<file path="config.mk">
export PLATFORM = sky130hd
export DESIGN_NAME = top_k_sorted_insert
export DESIGN_NICKNAME = d
export VERILOG_FILES = /design/src/rtl/tk_pkg.sv /design/src/rtl/tk_cmp.sv /design/src/rtl/top_k_sorted_insert.sv
export SDC_FILE = /design/constraint.sdc
export NUM_CORES = 1
export LEC_CHECK = 0
export CAP_MARGIN = 0
export CORE_ASPECT_RATIO = 1.5
export CORE_MARGIN = 2
export CORE_UTILIZATION = 43
export CTS_CLUSTER_DIAMETER = 60
export DETAILED_ROUTE_END_ITERATION = 8
export DONT_BUFFER_PORTS = 1
export PLACE_DENSITY = 0.68
export SYNTH_ARGS = -nofsm -noshare
export SYNTH_HDL_FRONTEND = slang
export SYNTH_SLANG_ARGS = --single-unit
</file>
<file path="constraint.sdc">
create_clock -name i_clk -period 13.46 [get_ports i_clk]
set_input_delay 2.019 -clock i_clk [delete_from_list [all_inputs] [get_ports i_clk]]
set_output_delay 2.019 -clock i_clk [all_outputs]
set_load 0.005 [all_outputs]
</file>
<file path="src/rtl/tk_pkg.sv">
// Package for the top-k sorted list: transaction payload types and the entry type.
// No dependencies.
package tk_pkg;

    localparam int unsigned SCORE_W  = 32;
    localparam int unsigned STAMP_W  = 32;
    localparam int unsigned PLAYER_W = 16;
    localparam int unsigned RANK_W   = 4;

    localparam logic KIND_INSERT = 1'b0;
    localparam logic KIND_READ   = 1'b1;

    typedef struct packed {
        logic                kind;
        logic [SCORE_W-1:0]  new_score;
        logic [STAMP_W-1:0]  new_time;
        logic [PLAYER_W-1:0] new_player;
        logic [RANK_W-1:0]   read_rank;
    } t_in;

    typedef struct packed {
        logic [RANK_W-1:0]   placed_rank;
        logic                entry_valid;
        logic [SCORE_W-1:0]  out_score;
        logic [STAMP_W-1:0]  out_time;
        logic [PLAYER_W-1:0] out_player;
        logic [RANK_W-1:0]   entry_count;
    } t_out;

    typedef struct packed {
        logic [SCORE_W-1:0]  score;
        logic [STAMP_W-1:0]  stamp;
        logic [PLAYER_W-1:0] player;
    } t_entry;

endpackage

</file>
<file path="src/rtl/tk_cmp.sv">
// Rank compare unit, shared by every step of the insert walk.
// Depends on tk_pkg.
module tk_cmp
    import tk_pkg::*;
(
    input  t_entry i_stored,
    input  t_entry i_new,
    output logic   o_below
);

    // Higher score wins; on equal score the earlier stamp wins.
    // Exact equals do not rank below, so a new entry lands after them.
    always_comb begin
        if (i_stored.score != i_new.score) begin
            o_below = i_stored.score < i_new.score;
        end else begin
            o_below = i_stored.stamp > i_new.stamp;
        end
    end

endmodule

</file>
<file path="src/rtl/top_k_sorted_insert.sv">
// Top-k sorted list over tk_pkg and tk_cmp. A full table first checks an insert against
// the last entry and drops it if it does not beat it. The walk then fetches the entry
// above the target slot and compares: a lower-ranked one shifts down, else the new entry
// lands. Reads and dropped inserts skip the walk. One read port and compare unit serve it.
// One transaction at a time: the next is taken the cycle after the result loads.
// Sync active-low reset clears count, sequencer and output valid; entry memory is not.
module top_k_sorted_insert
    import tk_pkg::*;
#(
    parameter int unsigned DEPTH = 10
) (
    input  logic i_clk,
    input  logic i_rst_n,
    // input channel
    input  logic i_in_valid,
    input  t_in  i_in_data,
    output logic o_in_stall,
    // output channel
    output logic o_out_valid,
    output t_out o_out_data,
    input  logic i_out_stall
);

    // AW indexes a slot, CW holds a count up to DEPTH itself.
    localparam int unsigned AW = (DEPTH > 1) ? $clog2(DEPTH) : 1;
    localparam int unsigned CW = $clog2(DEPTH + 1);
    localparam int unsigned VW = (CW > RANK_W) ? CW : RANK_W;

    // Sequencer states
    localparam logic [2:0] S_IDLE  = 3'd0; // wait for a transaction
    localparam logic [2:0] S_CHK   = 3'd1; // full table: does the new entry beat the last one
    localparam logic [2:0] S_RD    = 3'd2; // fetch the entry above the target slot, or at rank 0 drop the new entry in
    localparam logic [2:0] S_CMP   = 3'd3; // shift it down or drop the new entry in
    localparam logic [2:0] S_RDATA = 3'd4; // read transaction: data arrives
    localparam logic [2:0] S_DONE  = 3'd5; // hand result to the output register

    logic [2:0]    r_state, n_state;
    logic [CW-1:0] r_held, n_held;
    logic [AW-1:0] r_idx, n_idx;      // slot the new entry may take
    t_entry        r_new, n_new;
    logic          r_rvalid, n_rvalid; // read transaction hits a held rank
    t_out          r_res, n_res;       // finished result awaiting the output register
    logic          r_ov;
    t_out          r_out;
    t_out          out_res;            // finished result with the final entry count

    // Entry memory: one write and one registered read per cycle
    t_entry        r_mem [DEPTH];
    t_entry        r_rd;
    logic          mem_we, mem_re;
    logic [AW-1:0] mem_waddr, mem_raddr;
    t_entry        mem_wdata;

    logic          below;
    logic          in_accept;
    logic          out_free;
    logic          full;
    logic          hit;

    tk_cmp u_cmp (
        .i_stored (r_rd),
        .i_new    (r_new),
        .o_below  (below)
    );

    assign o_in_stall  = (r_state != S_IDLE);
    assign in_accept   = i_in_valid && (r_state == S_IDLE);
    assign out_free    = !r_ov || !i_out_stall;
    assign full        = (r_held == CW'(DEPTH));
    assign hit         = VW'(i_in_data.read_rank) < VW'(r_held);
    assign o_out_valid = r_ov;
    assign o_out_data  = r_out;

    always_comb begin
        n_state   = r_state;
        n_held    = r_held;
        n_idx     = r_idx;
        n_new     = r_new;
        n_rvalid  = r_rvalid;
        n_res     = r_res;
        mem_we    = 1'b0;
        mem_re    = 1'b0;
        mem_waddr = r_idx;
        mem_raddr = r_idx;
        mem_wdata = r_new;
        case (r_state)
            S_IDLE: begin
                if (in_accept) begin
                    n_new.score  = i_in_data.new_score;
                    n_new.stamp  = i_in_data.new_time;
                    n_new.player = i_in_data.new_player;
                    n_res        = '0;
                    n_res.placed_rank = RANK_W'(DEPTH);
                    if (i_in_data.kind == KIND_INSERT) begin
                        if (full) begin
                            mem_re    = 1'b1;
                            mem_raddr = AW'(DEPTH - 1);
                            n_state   = S_CHK;
                        end else begin
                            n_idx   = AW'(r_held);
                            n_state = S_RD;
                        end
                    end else begin
                        n_rvalid  = hit;
                        mem_re    = hit;
                        mem_raddr = AW'(i_in_data.read_rank);
                        n_state   = S_RDATA;
                    end
                end
            end
            S_CHK: begin
                if (below) begin
                    n_idx   = AW'(DEPTH - 1);
                    n_state = S_RD;
                end else begin
                    n_state = S_DONE; // not kept, nothing changes
                end
            end
            S_RD: begin
                if (r_idx == '0) begin
                    mem_we    = 1'b1;
                    mem_waddr = '0;
                    n_res.placed_rank = '0;
                    if (!full) n_held = r_held + 1'b1;
                    n_state   = S_DONE;
                end else begin
                    mem_re    = 1'b1;
                    mem_raddr = r_idx - 1'b1;
                    n_state   = S_CMP;
                end
            end
            S_CMP: begin
                mem_we = 1'b1;
                if (below) begin
                    mem_wdata = r_rd; // shift the fetched entry down one rank
                    n_idx     = r_idx - 1'b1;
                    n_state   = S_RD;
                end else begin
                    n_res.placed_rank = RANK_W'(r_idx);
                    if (!full) n_held = r_held + 1'b1;
                    n_state   = S_DONE;
                end
            end
            S_RDATA: begin
                if (r_rvalid) begin
                    n_res.entry_valid = 1'b1;
                    n_res.out_score   = r_rd.score;
                    n_res.out_time    = r_rd.stamp;
                    n_res.out_player  = r_rd.player;
                end
                n_state = S_DONE;
            end
            S_DONE: begin
                if (out_free) n_state = S_IDLE;
            end
            default: begin
                n_state = S_IDLE;
            end
        endcase
    end

    // Count is final by S_DONE
    always_comb begin
        out_res             = r_res;
        out_res.entry_count = RANK_W'(r_held);
    end

    // Control state
    always_ff @(posedge i_clk) begin
        if (!i_rst_n) begin
            r_state <= S_IDLE;
            r_held  <= '0;
            r_ov    <= 1'b0;
        end else begin
            r_state <= n_state;
            r_held  <= n_held;
            if (r_state == S_DONE && out_free) begin
                r_ov <= 1'b1;
            end else if (r_ov && !i_out_stall) begin
                r_ov <= 1'b0;
            end
        end
    end

    // Payload registers
    always_ff @(posedge i_clk) begin
        r_idx    <= n_idx;
        r_new    <= n_new;
        r_rvalid <= n_rvalid;
        r_res    <= n_res;
        if (r_state == S_DONE && out_free) begin
            r_out <= out_res;
        end
    end

    always_ff @(posedge i_clk) begin
        if (mem_we) r_mem[mem_waddr] <= mem_wdata;
    end

    always_ff @(posedge i_clk) begin
        if (mem_re) r_rd <= r_mem[mem_raddr];
    end

endmodule

</file>
==> results.yml <==
cells_and_area:
  area_growth_pct: 10.11
  final_util_pct: 47.67
  final_area_um2: 50250
  nets: 2748
  drive_gt1_share_pct: 8.583
  fin_cells: 4077
setup_path:
  path_max_fanout: 145
  cp.required_ps: 13880
  crit_type: "primary input to flop"
  arrival_ps: 6230
  startpoint_type: "primary input"
  end_kind: "flop"
cts:
  cts_buffer_depth: 3
  root_buffer: "clkbuf_16"
  cts_setup_buffers: 0
  cts_made_buffers: 103
  cts_tree: "yes"
  worstSkewPairLatency_ps: 700
  cts_resized: 0
  hold_buffers: 0
  clkTransAtPathRegs_ps: 60
  htree_levels: 3
  cts.sinks: 1147
pwr:
  leakage_nw: 18.15
  power.total_mw: 11.67
  power_density_nw_per_um2: 232.3
  ir_worst_vdd_uv: 355.9
synthesis:
  yosysWarnings: 0
  synth_top_area_share_pct: 74.95
  synth_edf_count: 1139
  synth_common_cells: "edfxtp_1 (1139), mux2i_1 (564), a21oi_1 (108), nand2_1 (93), and2_1 (91)"
  ys_types: 58
  postSynthAreaPerCell_um2: 17.77
  synth_most_common_cell: "edfxtp_1"
  synthArstFlopShare_pct: 0
  yosysTopAreaCell: "edfxtp_1"
  netlist_area_um2: 45630
  synth_flop_cell: "edfxtp_1"
  netlist_top_cells_area: "edfxtp_1 (75%), mux2i_1 (12%), ha_1 (2.0%), and2_1 (1.2%), a21oi_1 (1.2%)"
  syn_inst: 2568
  synth_seq_cells: 1147
  syn_nets: 2731
  ys_seq_area_share_pct: 75.30
die:
  die_x_um: 270.0
  design.core.area_um2: 105400
  ios: 180
  start_util_pct: 43.29
  die_h_um: 403.0
  dieArea_um2: 108800
  num_rows: 146
sta:
  whs_ps: 412.0
  rsz0062_at_grt: "no"
  final.setup.tns_ps: 0
  worst_slew_pin_slew_ps: 1117
  fin_ws_ps: 7650
  fmax_mhz: 172.1
  slew_headroom_pct: 24.76
  skew_ps: 23.57
  setup_viol: 0
  post-route-min-period_ps: 5810
  period_share_pct: 43.17
  hold_viol: 0
  maxSlewViolCount: 0
detailed_routing:
  vias: 22250
  wl_per_cell_um: 23.96
  drtPass1Iterations: 5
  ant_nets: 0
  drc_errors: 0
  drt-initial-drc-count: 1872
  wl_um: 97670
  vias_per_cell: 5.456
placement:
  portBuffers: 0
  dp_slack_ps: 6983
  placed_cells: 3886
  gp_congestion: 0.8262
  placed_area_um2: 46710
  hpwl_um: 52550
global_routing:
  grt_overflow_total: 0
  grt_pass1_wl_um: 143200
  grt_antenna_before_repair: 20
  grt_max_degree: 146
  track_usage_pct: 17.64
  first_global_vias: 22610
worst_hold_path:
  hp-class: "flop to flop"
job:
  drv_cap: 0
run_status:
  status: "finished clean"
-- layout make-up --
class	instances	area [µm²]
diodes	3	7.507
clock buffers	119	2744
clock inverters	69	784.5
fillers	8697	55160
inverters	76	285.3
multi-input cells	1227	10040
flip-flops and latches	1147	34360
well taps	1406	1759
repair buffers	30	262.8
-- logic make-up (layout without fill, tap and decap cells) --
group | after synthesis | in the layout | share of synthesized area (%)
compound gates | 311 | 311 | 3.910
flops | 1147 | 1147 | 75.30
mux | 583 | 583 | 12.85
other cells | 0 | 3 | 0
fa+ha+maj | 74 | 74 | 2.029
xor+xnor | 2 | 2 | 0.03839
buf+inv | 194 | 294 | 2.939
simple gates | 257 | 257 | 2.937
-- where the power goes --
part / switching (mW) / internal, mW
Combinational: 2.21 / 1.40
Sequential: 0.249 / 4.79
Clock: 1.28 / 1.75
-- routing by layer --
| layer | wire length (µm) | share of wire [%] | track usage (%) |
|---|---|---|---|
| met5 | 167 | 0.17 | 0 |
| met4 | 2692 | 2.8 | 5.799 |
| met3 | 7152 | 7.3 | 3.983 |
| met2 | 48610 | 50 | 30.33 |
| met1 | 39040 | 40 | 22.04 |
-- path summary, 6_finish.rpt --
check	from	slack, ps	endpoint	cells after the start
max reg2reg	r_idx[1]	7780	r_rd[60]	13
min reg2reg	out_res[65]	410	o_out_data[65]	0
min	out_res[65]	410	o_out_data[65]	0
max	i_in_valid	7650	r_rd[60]	11
-- critical path, cell delays in order --
cell      delay, ps
nor4b_4         110
o21ai_1         290
nor2_1          150
a211oi_4        180
buf_4           850
buf_12          760
buf_4           970
mux2i_1         330
mux2i_1         110
o22ai_1         170
a21oi_1          60
-- registers in the layout, summed over array words and instances, names as in the netlist, 3 cells and up --
register	count
r_mem	800
o_out_data	89
r_held	4
r_rd	80
out_res	85
r_state	3
r_idx	4
r_new	80
-- layout by cell type (no fill, tap or decap), drive strengths merged, types with 7 or more instances in the layout --
cell type  instances
a21oi            109
and2              92
buf               30
bufinv            15
clkbuf           119
clkinv            46
dfxtp              8
edfxtp          1139
ha                74
inv               81
mux2              18
mux2i            565
nand2             94
nand3             10
nand4             10
nor2              16
nor3               7
o21ai             85
o22ai             82
Note: power is estimated with default switching activity, not from simulation.
